$ cat src/rtl/upk_pkg.sv
// ----------------------------------------------------------------------------
// PCM unpacker package
// Shared types, register indexes and constants of the PCM byte stream unpacker.
// ----------------------------------------------------------------------------
package upk_pkg;

    localparam int DEF_MAX_CHANNELS = 16;
    // The channel port is four bits wide, so no more than 16 channels are counted.
    localparam int CHAN_LIMIT       = 16;

    localparam int CFG_INDEX_W = 3;
    localparam int CFG_DATA_W  = 8;

    localparam logic [31:0] SIGN_FLIP = 32'h8000_0000;

    localparam logic [2:0] RST_BYTES_PER_SAMPLE = 3'd2;
    localparam logic       RST_BIG_ENDIAN       = 1'b0;
    localparam logic       RST_IS_SIGNED        = 1'b1;
    localparam logic [4:0] RST_CHANNEL_COUNT    = 5'd1;

    typedef enum logic [CFG_INDEX_W-1:0] {
        REG_BYTES_PER_SAMPLE = 3'd0,
        REG_BIG_ENDIAN       = 3'd1,
        REG_IS_SIGNED        = 3'd2,
        REG_CHANNEL_COUNT    = 3'd3
    } t_reg_idx;

    typedef struct packed {
        logic [2:0] bytes_per_sample;
        logic       big_endian;
        logic       is_signed;
        logic [4:0] channel_count;
    } t_cfg;

    // One assembled sample on its way from the front to the output stage.
    typedef struct packed {
        logic [31:0] word;
        logic [3:0]  channel;
        logic        frame_last;
    } t_sample_rec;

endpackage

$ cat src/rtl/upk_front.sv
// ----------------------------------------------------------------------------
// PCM unpacker front end
// Accepts bytes, gathers them into samples and tracks the channel of each one.
// ----------------------------------------------------------------------------
module upk_front #(
    parameter int MAX_CHANNELS = upk_pkg::DEF_MAX_CHANNELS
) (
    input  logic                 i_clk,
    input  logic                 i_rst_n,
    input  upk_pkg::t_cfg        i_cfg,
    input  logic                 i_valid,
    output logic                 o_ready,
    input  logic [7:0]           i_data_byte,
    input  logic                 i_queue_full,
    output logic                 o_push,
    output upk_pkg::t_sample_rec o_push_data
);

    localparam int CAP  = (MAX_CHANNELS < upk_pkg::CHAN_LIMIT) ? MAX_CHANNELS
                                                               : upk_pkg::CHAN_LIMIT;
    localparam int CH_W = (CAP > 1) ? $clog2(CAP) : 1;
    localparam logic [4:0] CAP5 = 5'(CAP);

    logic [23:0]     r_partial;
    logic [23:0]     n_partial;
    logic [1:0]      r_byte_index;
    logic [1:0]      n_byte_index;
    logic [CH_W-1:0] r_ch_idx;
    logic [CH_W-1:0] n_ch_idx;

    logic [2:0]  n_eff;
    logic [4:0]  nch_eff;
    logic        accept;
    logic        completes;
    logic        last;
    logic [31:0] word;
    logic [31:0] part_ext;
    logic [7:0]  v;
    logic [2:0]  lane_sum;
    logic [1:0]  lane;

    assign o_ready = !i_queue_full;
    assign accept  = i_valid && o_ready;

    // Effective sample width and channel count after clamping to the legal range.
    always_comb begin
        if (i_cfg.bytes_per_sample == 3'd0) begin
            n_eff = 3'd1;
        end else if (i_cfg.bytes_per_sample > 3'd4) begin
            n_eff = 3'd4;
        end else begin
            n_eff = i_cfg.bytes_per_sample;
        end
        if (i_cfg.channel_count == 5'd0) begin
            nch_eff = 5'd1;
        end else if (i_cfg.channel_count > CAP5) begin
            nch_eff = CAP5;
        end else begin
            nch_eff = i_cfg.channel_count;
        end
    end

    assign completes = ({1'b0, r_byte_index} + 3'd1) >= n_eff;
    assign last      = (5'(r_ch_idx) + 5'd1) >= nch_eff;

    // Place each byte of the sample in its lane of the left-justified word.
    always_comb begin
        word     = 32'h0;
        part_ext = {8'h00, r_partial};
        v        = 8'h00;
        lane_sum = 3'd0;
        lane     = 2'd0;
        for (int k = 0; k < 4; k++) begin
            if (3'(k) < n_eff) begin
                if (3'(k) + 3'd1 == n_eff) begin
                    v = i_data_byte;
                end else begin
                    v = part_ext[8*k +: 8];
                end
                lane_sum = 3'(k) + 3'd4 - n_eff;
                lane     = i_cfg.big_endian ? 2'(3 - k) : lane_sum[1:0];
                word     = word | ({24'h0, v} << {lane, 3'b000});
            end
        end
    end

    always_comb begin
        n_partial    = r_partial;
        n_byte_index = r_byte_index;
        n_ch_idx     = r_ch_idx;
        if (accept) begin
            if (completes) begin
                n_partial    = 24'h0;
                n_byte_index = 2'd0;
                n_ch_idx     = last ? '0 : CH_W'(r_ch_idx + 1'b1);
            end else begin
                case (r_byte_index)
                    2'd0:    n_partial[7:0]   = i_data_byte;
                    2'd1:    n_partial[15:8]  = i_data_byte;
                    2'd2:    n_partial[23:16] = i_data_byte;
                    default: n_partial        = r_partial;
                endcase
                n_byte_index = r_byte_index + 2'd1;
            end
        end
    end

    assign o_push                 = accept && completes;
    assign o_push_data.word       = word;
    assign o_push_data.channel    = 4'(r_ch_idx);
    assign o_push_data.frame_last = last;

    always_ff @(posedge i_clk) begin
        if (!i_rst_n) begin
            r_partial    <= 24'h0;
            r_byte_index <= 2'd0;
            r_ch_idx     <= '0;
        end else begin
            r_partial    <= n_partial;
            r_byte_index <= n_byte_index;
            r_ch_idx     <= n_ch_idx;
        end
    end

    // Held bytes only exist while a sample is partly assembled.
    a_partial_clear: assert property (@(posedge i_clk) disable iff (!i_rst_n)
        (r_byte_index == 2'd0) |-> (r_partial == 24'h0))
        else $error("held bytes left over at the start of a sample");

    a_channel_range: assert property (@(posedge i_clk) disable iff (!i_rst_n)
        5'(r_ch_idx) < CAP5)
        else $error("channel index beyond channel limit");

endmodule

$ cat src/rtl/upk_queue.sv
// ----------------------------------------------------------------------------
// PCM unpacker sample queue
// Two-entry queue that lets the front end and the output stage stall apart.
// ----------------------------------------------------------------------------
module upk_queue (
    input  logic                 i_clk,
    input  logic                 i_rst_n,
    input  logic                 i_push,
    input  upk_pkg::t_sample_rec i_push_data,
    output logic                 o_full,
    output logic                 o_valid,
    output upk_pkg::t_sample_rec o_data,
    input  logic                 i_pop
);

    upk_pkg::t_sample_rec r_entry [2];
    logic                 r_wr_ptr;
    logic                 n_wr_ptr;
    logic                 r_rd_ptr;
    logic                 n_rd_ptr;
    logic [1:0]           r_count;
    logic [1:0]           n_count;
    logic                 do_pop;

    assign o_full  = r_count == 2'd2;
    assign o_valid = r_count != 2'd0;
    assign o_data  = r_entry[r_rd_ptr];
    assign do_pop  = i_pop && o_valid;

    always_comb begin
        n_wr_ptr = r_wr_ptr;
        n_rd_ptr = r_rd_ptr;
        n_count  = r_count;
        if (i_push) begin
            n_wr_ptr = !r_wr_ptr;
        end
        if (do_pop) begin
            n_rd_ptr = !r_rd_ptr;
        end
        if (i_push && !do_pop) begin
            n_count = r_count + 2'd1;
        end else if (!i_push && do_pop) begin
            n_count = r_count - 2'd1;
        end
    end

    always_ff @(posedge i_clk) begin
        if (!i_rst_n) begin
            r_wr_ptr <= 1'b0;
            r_rd_ptr <= 1'b0;
            r_count  <= 2'd0;
        end else begin
            r_wr_ptr <= n_wr_ptr;
            r_rd_ptr <= n_rd_ptr;
            r_count  <= n_count;
        end
    end

    always_ff @(posedge i_clk) begin
        if (i_push) begin
            r_entry[r_wr_ptr] <= i_push_data;
        end
    end

    a_no_overflow: assert property (@(posedge i_clk) disable iff (!i_rst_n)
        !(i_push && o_full))
        else $error("push into full queue");

    a_count_bound: assert property (@(posedge i_clk) disable iff (!i_rst_n)
        r_count != 2'd3)
        else $error("queue count out of range");

endmodule

$ cat src/rtl/upk_back.sv
// ----------------------------------------------------------------------------
// PCM unpacker output stage
// Converts queued samples to two's complement and holds them for the consumer.
// ----------------------------------------------------------------------------
module upk_back (
    input  logic                 i_clk,
    input  logic                 i_rst_n,
    input  upk_pkg::t_cfg        i_cfg,
    input  logic                 i_queue_valid,
    input  upk_pkg::t_sample_rec i_queue_data,
    output logic                 o_pop,
    output logic                 o_valid,
    input  logic                 i_ready,
    output logic signed [31:0]   o_sample,
    output logic [3:0]           o_channel,
    output logic                 o_frame_last
);

    logic        r_valid;
    logic        n_valid;
    logic [31:0] r_sample;
    logic [3:0]  r_channel;
    logic        r_frame_last;

    // The output register takes a new sample whenever it is empty or being drained.
    assign o_pop = i_queue_valid && (!r_valid || i_ready);

    always_comb begin
        n_valid = r_valid;
        if (o_pop) begin
            n_valid = 1'b1;
        end else if (i_ready) begin
            n_valid = 1'b0;
        end
    end

    always_ff @(posedge i_clk) begin
        if (!i_rst_n) begin
            r_valid <= 1'b0;
        end else begin
            r_valid <= n_valid;
        end
    end

    // Offset binary becomes two's complement by flipping the top bit.
    always_ff @(posedge i_clk) begin
        if (o_pop) begin
            r_sample     <= i_cfg.is_signed ? i_queue_data.word
                                            : (i_queue_data.word ^ upk_pkg::SIGN_FLIP);
            r_channel    <= i_queue_data.channel;
            r_frame_last <= i_queue_data.frame_last;
        end
    end

    assign o_valid      = r_valid;
    assign o_sample     = r_sample;
    assign o_channel    = r_channel;
    assign o_frame_last = r_frame_last;

endmodule

$ cat src/rtl/pcm_byte_stream_unpacker.sv
// ----------------------------------------------------------------------------
// PCM byte stream unpacker
// Turns an interleaved PCM byte stream into left-justified Q1.31 samples.
// ----------------------------------------------------------------------------
// One byte is taken per clock while the queue has room. Every bytes_per_sample
// bytes yield one sample on the output, left-justified in 32 bits, with its
// channel index and a flag on the last channel of each frame; unsigned formats
// are converted to two's complement. The byte assembler writes a sample into
// the two-entry queue at the edge that accepts its last byte, and the output
// register takes it from the queue once that register is empty or being
// drained. The input keeps taking bytes while a result waits, and stalls only
// once the queue is full. Registers are written through the configuration
// channel, which is always ready; write them only while no sample is pending.
module pcm_byte_stream_unpacker #(
    parameter int MAX_CHANNELS = upk_pkg::DEF_MAX_CHANNELS
) (
    input  logic                               i_clk,
    input  logic                               i_rst_n,
    input  logic                               i_valid,
    output logic                               o_ready,
    input  logic [7:0]                         i_data_byte,
    output logic                               o_valid,
    input  logic                               i_ready,
    output logic signed [31:0]                 o_sample,
    output logic [3:0]                         o_channel,
    output logic                               o_frame_last,
    input  logic                               i_cfg_valid,
    output logic                               o_cfg_ready,
    input  logic [upk_pkg::CFG_INDEX_W-1:0]    i_cfg_index,
    input  logic [upk_pkg::CFG_DATA_W-1:0]     i_cfg_data
);

    upk_pkg::t_cfg        r_cfg;
    upk_pkg::t_cfg        n_cfg;
    logic                 push;
    upk_pkg::t_sample_rec push_data;
    logic                 queue_full;
    logic                 queue_valid;
    upk_pkg::t_sample_rec queue_data;
    logic                 pop;

    assign o_cfg_ready = 1'b1;

    always_comb begin
        n_cfg = r_cfg;
        if (i_cfg_valid) begin
            unique case (i_cfg_index)
                upk_pkg::REG_BYTES_PER_SAMPLE: n_cfg.bytes_per_sample = i_cfg_data[2:0];
                upk_pkg::REG_BIG_ENDIAN:       n_cfg.big_endian       = i_cfg_data[0];
                upk_pkg::REG_IS_SIGNED:        n_cfg.is_signed        = i_cfg_data[0];
                upk_pkg::REG_CHANNEL_COUNT:    n_cfg.channel_count    = i_cfg_data[4:0];
                default:                       n_cfg                  = r_cfg;
            endcase
        end
    end

    always_ff @(posedge i_clk) begin
        if (!i_rst_n) begin
            r_cfg.bytes_per_sample <= upk_pkg::RST_BYTES_PER_SAMPLE;
            r_cfg.big_endian       <= upk_pkg::RST_BIG_ENDIAN;
            r_cfg.is_signed        <= upk_pkg::RST_IS_SIGNED;
            r_cfg.channel_count    <= upk_pkg::RST_CHANNEL_COUNT;
        end else begin
            r_cfg <= n_cfg;
        end
    end

    upk_front #(
        .MAX_CHANNELS (MAX_CHANNELS)
    ) u_front (
        .i_clk        (i_clk),
        .i_rst_n      (i_rst_n),
        .i_cfg        (r_cfg),
        .i_valid      (i_valid),
        .o_ready      (o_ready),
        .i_data_byte  (i_data_byte),
        .i_queue_full (queue_full),
        .o_push       (push),
        .o_push_data  (push_data)
    );

    upk_queue u_queue (
        .i_clk       (i_clk),
        .i_rst_n     (i_rst_n),
        .i_push      (push),
        .i_push_data (push_data),
        .o_full      (queue_full),
        .o_valid     (queue_valid),
        .o_data      (queue_data),
        .i_pop       (pop)
    );

    upk_back u_back (
        .i_clk         (i_clk),
        .i_rst_n       (i_rst_n),
        .i_cfg         (r_cfg),
        .i_queue_valid (queue_valid),
        .i_queue_data  (queue_data),
        .o_pop         (pop),
        .o_valid       (o_valid),
        .i_ready       (i_ready),
        .o_sample      (o_sample),
        .o_channel     (o_channel),
        .o_frame_last  (o_frame_last)
    );

endmodule

$ cat config.mk
export PLATFORM = sky130hd
export DESIGN_NAME = pcm_byte_stream_unpacker
export DESIGN_NICKNAME = d
export VERILOG_FILES = /design/src/rtl/upk_pkg.sv /design/src/rtl/upk_front.sv /design/src/rtl/upk_queue.sv /design/src/rtl/upk_back.sv /design/src/rtl/pcm_byte_stream_unpacker.sv
export SDC_FILE = /design/constraint.sdc
export NUM_CORES = 1
export LEC_CHECK = 0
export BUFFER_PORTS_ARGS = -buffer_cell sky130_fd_sc_hd__buf_2
export CAP_MARGIN = 20
export CORE_ASPECT_RATIO = 1.25
export CORE_UTILIZATION = 59
export CTS_CLUSTER_DIAMETER = 60
export DETAILED_ROUTE_END_ITERATION = 8
export PLACE_DENSITY = 0.79
export SLEW_MARGIN = 20
export SYNTH_ARGS = -nofsm -noshare
export SYNTH_HDL_FRONTEND = slang
export SYNTH_SLANG_ARGS = --single-unit
$ cat constraint.sdc
create_clock -name i_clk -period 4.1 [get_ports i_clk]
set_input_delay 0.82 -clock i_clk [delete_from_list [all_inputs] [get_ports i_clk]]
set_output_delay 0.82 -clock i_clk [all_outputs]
set_load 0.005 [all_outputs]
### Yosys cells after proc, flatten, opt, wreduce, memory -nomap -nowiden

Memories as Yosys holds them, arrays and structs flattened. A register that Yosys moved wholly into a read port is not among the register bits.
Index checks and enable logic that the tools add are counted.

* register bits: 82
* memories kept: 1
* logic and storage cells: 119
* memory bits (writable): 74

* shift operators: 4
* $lt $le $gt $ge: 8
* $add $sub $neg: 10
* reduce and logical (&&, ||, !) cells: 31
* equal/unequal tests: 10
* muxes and demuxes: 35
* bitwise logic cells: 4

Memory list
* u_queue.r_entry: depth 2, width 37, rd ports 1, clocked after Yosys merged registers in 1, write ports 1, line upk_queue.sv:16 `upk_pkg::t_sample_rec r_entry [2];`

Operator list (count)
* 2-to-1 mux 32 bit: 5
* left shift 8 x 5 -> 32 bit: 4
* OR 32 bit: 3
* 2-to-1 mux 8 bit: 11
* 2-to-1 mux 24 bit: 1
* AND reduction 2 bit: 8
* 2-to-1 mux 2 bit: 7
* nonzero test 2 bit: 6
* 2-to-1 mux 5 bit: 2
* == test 2 x 3 -> 1 bit, first input constant: 2
* == test 3 x 2 -> 1 bit, second input constant: 2
* logical AND 1 bit: 6
* logical NOT 1 bit: 6
* logical NOT 3 bit: 2
* < comparator 1 x 3 -> 1 bit, first input constant: 2
* < comparator 2 x 3 -> 1 bit, first input constant: 2
* 2-to-1 mux 1 bit: 6
* 2-to-1 mux 3 bit: 2
* adder 4 x 1 -> 5 bit, second input constant: 1
* >= comparator 5 bit: 1
* > comparator 5 bit, second input constant: 1
* logical NOT 5 bit: 1
* adder 2 x 1 -> 2 bit, second input constant: 2
* adder 4 x 1 -> 4 bit, second input constant: 1
* 15 further kinds: 18

### Depth between registers and ports, before layout

Gate-level depths: netlist of the first run.

* depth after elaboration: 14
* mapped depth: 12
* mapped depth without buffers: 11

### Cells and area by module

Synthesis of the first run repeated with hierarchy kept, for this count alone.

* cells, all modules: 506
* area, all modules: 6805.3 um^2

Modules (own cells, without submodules)
* upk_queue: cells an instance 137, area an instance 2886.5 um^2, sequential area each 2322.2 um^2, instances 1
* upk_front: cells an instance 282, area an instance 2288.4 um^2, sequential area each 600.6 um^2, instances 1
* upk_back: cells an instance 42, area an instance 1167.4 um^2, sequential area each 1131.1 um^2, instances 1
* pcm_byte_stream_unpacker: cells an instance 45, area an instance 462.9 um^2, sequential area each 200.2 um^2, instances 1

### Worst setup path before layout of the first run

No wires, ideal clock.

* path type: register to register
* start: register u_front.r_byte_index[0]
* end: memory u_queue.r_entry[0][0] (netlist name), enable pin
* required time: 3.667 ns
* clock period less this slack: 3.685 ns
* buffers on the path: 1
* arrival time: 3.252 ns
* cell stages (with the launch flop): 9
* setup slack: 0.415 ns
* cell sequence: dfxtp_1 -> inv_1 -> ha_1 -> ha_1 -> nand2_1 -> o21ai_2 -> nand2_2 -> buf_6 -> nor2_1

* longest elaborated chain between the ends: 5

Ends and longest elaborated chain
* from (decl): line upk_front.sv:26 `logic [1:0] r_byte_index;`
* from (signal assigned): line upk_front.sv:120 `r_byte_index <= n_byte_index;`
* adder 2 x 1 -> 3 bit: line upk_front.sv:63 `assign completes = ({1'b0, r_byte_index} + 3'd1) >= n_eff;`
* >= comparator 3 bit: line upk_front.sv:63
* logical AND 1 bit: line upk_front.sv:108 `assign o_push = accept && completes;`
* 2-to-1 mux 1 bit: line upk_queue.sv:60 `if (i_push) begin`
* 2-to-1 mux 1 bit (implied by the code): line upk_queue.sv:61 `r_entry[r_wr_ptr] <= i_push_data;`
* to (decl): line upk_queue.sv:16

No other way between the ends.

### Worst setup path in the final report of the first run

* start: register u_front.r_byte_index[0]
* end: memory u_queue.r_entry[0][17] (netlist name), enable pin

The elaborated chain is that of the path after synthesis.

==> results.toml, run 1 <==
[worst_setup_path]
cp.required_ns = 4.17
worst_setup_path_end_kind = "flop"
arrival_ns = 3.07
crit_fanout = 33
critPathBufInv = 2
path_cells = "inv_1, ha_1, ha_1, nand2_1, o21ai_2, nand2_2, nor2_2, buf_4"
crit_start = "u_front.r_byte_index[0]$_SDFFE_PN0P_"
critPathLaunchType = "flop"
crit_path_frequent_cell = "ha_1"
setup.worst_path.class = "reg2reg"
reg2reg_from = "u_front.r_byte_index[0]$_SDFFE_PN0P_"
critical-path-top-delay-family = "simple AND/OR/NAND/NOR gates"
cp_slowest_cell = "buf_4"
r2r_cells = 8
r2r_end = "u_queue.r_entry[0][17]$_DFFE_PP_"
slowest_delay_ns = 0.46
ff2ff_setup_slack_ns = 1.10

[synth]
ys.flop_type = "edfxtp_1"
synth_warnings = 0
async_flop_share_pct = 0
yosysUniqueCellTypes = 56
seq_area_frac_synth_pct = 61.4
avgSynthCellArea_um2 = 13.2
synthCells = 526
yosys.area.top_type_share_pct = 48.1
ys_seq_elements = 157
synth_top_cell_by_area = "edfxtp_1"
synth_area_um2 = 6920
synth.top_cells.by_area = "edfxtp_1, dfxtp_1, mux2_2"
synth_edf_count = 111
syn_nets = 566

[drt]
post_drt_wl_per_cell_um = 18.4
dr.pass1.iters = 5
vias_per_cell = 5.99
vias = 4346
wirelength_um = 13400
drtIter0Drc = 245
drc = 0
ant_nets = 0

[clocking]
post_cts_resized = 0
cts_tree = "yes"
htreeDepth = 4
clk_latency_ns = 0.42
cts_buffer_depth = 2
numCtsBuffers = 17
cts.sinks = 157
cts.hold.buffers_added = 0
cts_root_buf = "clkbuf_16"
post-cts-setup-buffers = 0
clk_pin_slew_ns = 0.06

[final_layout]
antennaDiodeCount = 0
drive_gt1_share_pct = 27.1
fin_nets = 618
syn2layout_area_growth_pct = 13.9

[timing]
layout_min_cycle_time_ns = 3.00
rsz0062_at_grt = "false"
hold_violations = 0
report.final.slew_viol_count = 0
maxSlewHeadroom_pct = 25.9
setup_viol = 0
fin_ws_ns = 1.10
fmax_mhz = 333
setup_tns_ns = 0
tightest_slew_ns = 1.10
finalClockSkew_ns = 0.0130
fin_crit_sh_pct = 73.2

[status]
outcome = "completed"

[pwr]
p_leak_nw = 2.88
power_mw = 4.64
power.density_nw_per_um2 = 588
max-vdd-ir-drop_mv = 0.305

[place]
io_buffers = 59
hpwl_um = 9210
pre_cts_ws_ns = 1.10
gp_congestion = 0.885

[die]
io_pins = 64
die_y_um = 123
row_count = 43
initial_core_util_pct = 61.6
die_w_um = 98.9
die-area_um2 = 12200
core_area_um2 = 11200

[grt]
grtUsageTotal_pct = 23.6
grt_pass1_vias = 4106
grt_pass1_wl_um = 21500
grt_max_degree = 47
overflow = 0
antenna_found_initial = 0

[hold_path]
holdPathStages = 2
min_to = "r_cfg[0]$_SDFFE_PN1P_"
worstHoldStart = "r_cfg[0]$_SDFFE_PN1P_"
hold_class = "reg2reg"

[run]
maxCapViolCount = 0
## synth_stat cells, drive strengths merged, types with 2 or more instances
| cell type | instances |
|---|---|
| nor3 | 6 |
| ha | 16 |
| clkbuf | 26 |
| xnor2 | 2 |
| mux2i | 33 |
| and3 | 2 |
| o31a | 2 |
| buf | 6 |
| o211ai | 7 |
| o221ai | 16 |
| or2 | 2 |
| o21ai | 14 |
| a22oi | 31 |
| or4 | 7 |
| nor3b | 2 |
| nand3 | 2 |
| dfxtp | 46 |
| a21boi | 4 |
| nor2 | 13 |
| and2 | 6 |
| nand2 | 43 |
| nor2b | 36 |
| mux2 | 43 |
| nand2b | 2 |
| or3 | 4 |
| xor2 | 4 |
| edfxtp | 111 |
| a21oi | 10 |
| inv | 16 |
| nor4bb | 2 |
## state kept, by name, summed over array words and instances (netlist names), named ones only
name                  count
u_front.r_partial        24
u_queue.r_count           2
u_back.o_valid            1
u_back.o_frame_last       1
u_queue.r_entry          74
r_cfg                    10
u_front.r_ch_idx          4
u_back.o_sample          32
u_queue.r_wr_ptr          1
u_back.o_channel          4
u_queue.r_rd_ptr          1
u_front.r_byte_index      2
## cell type report
type                       count  area, um2
timing repair buffer          65        340
clock buffer                  20        447
multi-input combinational    321       2480
inverter                      16       60.1
clock inverter                12        138
tap                          135        169
fill                         780       3360
sequential                   157       4250
## logic make-up after synthesis
| group | share of synthesized area, % |
|---|---|
| fa+ha+maj | 2.89 |
| flops | 61.4 |
| simple gates | 10.6 |
| buf+inv | 2.96 |
| mux | 11.8 |
| other cells | 0.0542 |
| xor+xnor | 0.759 |
| compound gates | 9.52 |
## worst register-to-register path, cell delays in order, from the launching register on
cell and delay (ns):
dfxtp_1 0.43, inv_1 0.10, ha_1 0.33, ha_1 0.29, nand2_1 0.06, o21ai_2 0.37
nand2_2 0.26, nor2_2 0.33, buf_4 0.46
## per-layer routing
layer / wire [um] / vias to the layer above / track usage (%)
li1: - / 2078 / -
met1: 5840 / 2093 / 31.5
met2: 6630 / 152 / 38.2
met3: 676 / 23 / 5.48
met4: 208 / 0 / 8.02
met5: 0 / - / 0
## how the worst max path moves through the flow
stage | to | slack [ns] | cells past startpoint
finish | u_queue.r_entry[0][17]$_DFFE_PP_ | 1.10 | 8
global route | u_queue.r_entry[0][15]$_DFFE_PP_ | 0.85 | 8
CTS | u_queue.r_entry[0][8]$_DFFE_PP_ | 1.06 | 8
detailed placement | u_queue.r_entry[0][20]$_DFFE_PP_ | 1.10 | 8
global placement | u_queue.r_entry[0][20]$_DFFE_PP_ | 1.22 | 8
floorplan | u_queue.r_entry[0][0]$_DFFE_PP_ | 0.41 | 8
## through the flow
stage                     instances  utilization [%]  hold WS (ns)  area [um2]
final                           726             70.1         0.481        7890
after global routing            726             70.1         0.547        7890
after CTS                       726             70.1         0.486        7890
after detailed placement        694             64.9         0.471        7300
after global placement          694             64.9         0.463        7300
after floorplan                 526                -         0.445        6920
## layout by cell type (no fill, tap or decap), drive strengths merged, types with 4 or more instances in the layout
| master | Yosys | final |
|---|---|---|
| nor2b | 36 | 36 |
| o211ai | 7 | 7 |
| clkinv | 0 | 6 |
| nand2 | 43 | 43 |
| or4 | 7 | 7 |
| mux2 | 43 | 43 |
| nor3 | 6 | 6 |
| dfxtp | 46 | 46 |
| a21oi | 10 | 10 |
| inv | 16 | 19 |
| or3 | 4 | 4 |
| ha | 16 | 16 |
| edfxtp | 111 | 111 |
| o21ai | 14 | 14 |
| a21boi | 4 | 4 |
| mux2i | 33 | 33 |
| nor2 | 13 | 13 |
| clkbuf | 26 | 20 |
| xor2 | 4 | 4 |
| o221ai | 16 | 16 |
| and2 | 6 | 6 |
| buf | 6 | 65 |
| a22oi | 31 | 31 |
## where the power goes
| part | internal (mW) | switching, mW | total, mW |
|---|---|---|---|
| clock | 0.919 | 0.611 | 1.53 |
| combinational | 0.390 | 0.505 | 0.895 |
| sequential | 2.09 | 0.119 | 2.21 |
Power figures use the tool's default switching activity.
==> run 2, diff against run 1 <==
Settings changed: CORE_UTILIZATION 59 to 53, PLACE_DENSITY 0.79 to 0.75.
Clock period 4.1 ns to 2.65 ns, I/O delays scaled along.
==> run 2 against run 1 <==
Net effect: critical path depth is 2 higher; hold slack worse by 0.12 ns; final cell count is 6.5% higher; flip-flop and latch count stayed put; sequential share of layout area is 1.8 points lower; routed wire length is 3.7% higher; first-iteration DRC count is 44% higher; fmax is 22% higher; critical path type unchanged; largest cell class unchanged; highest routed layer unchanged.
==> results.toml, run 2 (synthesis gave the netlist of run 1 again) <==
[worst_setup_path]
critPathBufInv = 2
arrival_ns = 2.80
cp_num_cells = 10
critPathLaunchType = "flop"
r2r_cells = 10
ff2ff_setup_slack_ns = 0.20
cp.required_ns = 2.99
worst_setup_path_end_kind = "flop"
crit_path_frequent_cell = "ha_1"
path_cells = "inv_1, ha_1, ha_1, nand2_1, o21ai_2, nand2_2, inv_1, ha_1, or3_1, a21boi_0"
crit_fanout = 6
critical-path-top-delay-family = "adder cells"
cp_slowest_cell = "dfxtp_1"
slowest_delay_ns = 0.44
setup.worst_path.class = "reg2reg"

[grt]
antenna_found_initial = 0
grt_pass1_vias = 4214
overflow = 0
grtUsageTotal_pct = 21.5
grt_pass1_wl_um = 22200
grt_max_degree = 47

[pwr]
power_mw = 7.54
p_leak_nw = 2.99
power.density_nw_per_um2 = 924
max-vdd-ir-drop_mv = 0.857

[clocking]
cts_buffer_depth = 2
numCtsBuffers = 17
htreeDepth = 4
post-cts-setup-buffers = 0
cts_root_buf = "clkbuf_16"
cts_tree = "yes"
post_cts_resized = 0
cts.sinks = 157
clk_pin_slew_ns = 0.07
cts.hold.buffers_added = 0
clk_latency_ns = 0.42

[timing]
maxSlewHeadroom_pct = 55.1
fmax_mhz = 408
fin_crit_sh_pct = 92.5
tightest_slew_ns = 0.667
finalClockSkew_ns = 0.00916
layout_min_cycle_time_ns = 2.45
report.final.slew_viol_count = 0
setup_tns_ns = 0
setup_viol = 0
rsz0062_at_grt = "false"
hold_violations = 0

[drt]
post_drt_wl_per_cell_um = 17.9
vias = 4458
vias_per_cell = 5.77
ant_nets = 0
drc = 0
drtIter0Drc = 354
dr.pass1.iters = 5
wirelength_um = 13800

[die]
die-area_um2 = 13500
die_y_um = 130
die_w_um = 104
initial_core_util_pct = 54.4
io_pins = 64
row_count = 46
core_area_um2 = 12700

[final_layout]
syn2layout_area_growth_pct = 17.9
drive_gt1_share_pct = 29.1
finalInstanceArea_um2 = 8160
top_register = "u_queue.r_entry"
multi_input_area_um2 = 2500
nFillCells = 934
layout_commonest_cell = "edfxtp_1"
largest_register_ffs = 74
register_area_um2 = 4250
antennaDiodeCount = 0
layout_common_cells = "edfxtp_1, buf_2, dfxtp_1, mux2_2, nand2_1"
fin_nets = 632

[place]
io_buffers = 59
postPlaceCellArea_um2 = 7490
hpwl_um = 9410
gp_congestion = 0.919

[run]
maxCapViolCount = 0

[hold_path]
hold_class = "in2reg"
holdPathStages = 3

[status]
outcome = "completed"
run 2: per-layer routing:
metal  vias to the layer above  GRT usage [%]  wire [um]
met4                         0           9.83        384
met5                         -              0          0
met1                      2169           28.4       6290
met2                       150           34.2       6580
li1                       2108              -          -
met3                        31           4.85        586
run 2: report_power, final:
group,total [mW],switching [mW],internal (mW)
Sequential,3.39,0.154,3.23
Combinational,1.51,0.845,0.667
Clock,2.64,1.03,1.61
run 2: stage by stage:
| stage | utilization, % | std cells | worst slack (ns) | hold WS [ns] |
|---|---|---|---|---|
| 2_1_floorplan | - | 526 | 0.0282 | 0.445 |
| 3_3_place_gp | 58.9 | 741 | 0.279 | 0.469 |
| 3_5_place_dp | 58.9 | 741 | 0.132 | 0.477 |
| 4_1_cts | 64.1 | 773 | 0.111 | 0.351 |
| 5_1_grt | 64.2 | 773 | 0.0246 | 0.373 |
| 6_report | 64.2 | 773 | 0.198 | 0.364 |
run 2: cell type report:
cell class	instances	area share, %
Sequential cell	157	52.1
Multi-Input combinational cell	321	30.6
Timing Repair Buffer	79	5.92
Clock buffer	17	5.21
Clock inverter	15	2.81
Tap cell	168	2.58
Inverter	16	0.736
run 2: worst paths after layout:
kind | from | endpoint
setup / recovery | u_front.r_byte_index[0]$_SDFFE_PN0P_ | u_queue.r_count[1]$_SDFFE_PN0P_
hold / removal | i_cfg_data[3] | r_cfg[3]$_SDFFE_PN0P_
setup reg to reg | u_front.r_byte_index[0]$_SDFFE_PN0P_ | u_queue.r_count[1]$_SDFFE_PN0P_
hold reg to reg | r_cfg[0]$_SDFFE_PN1P_ | r_cfg[0]$_SDFFE_PN1P_
run 2: worst min-delay path, delay by kind of cell:
family	cells	cell delay, ns
simple gates	1	0.09
buf+inv	1	0.07
mux	1	0.05
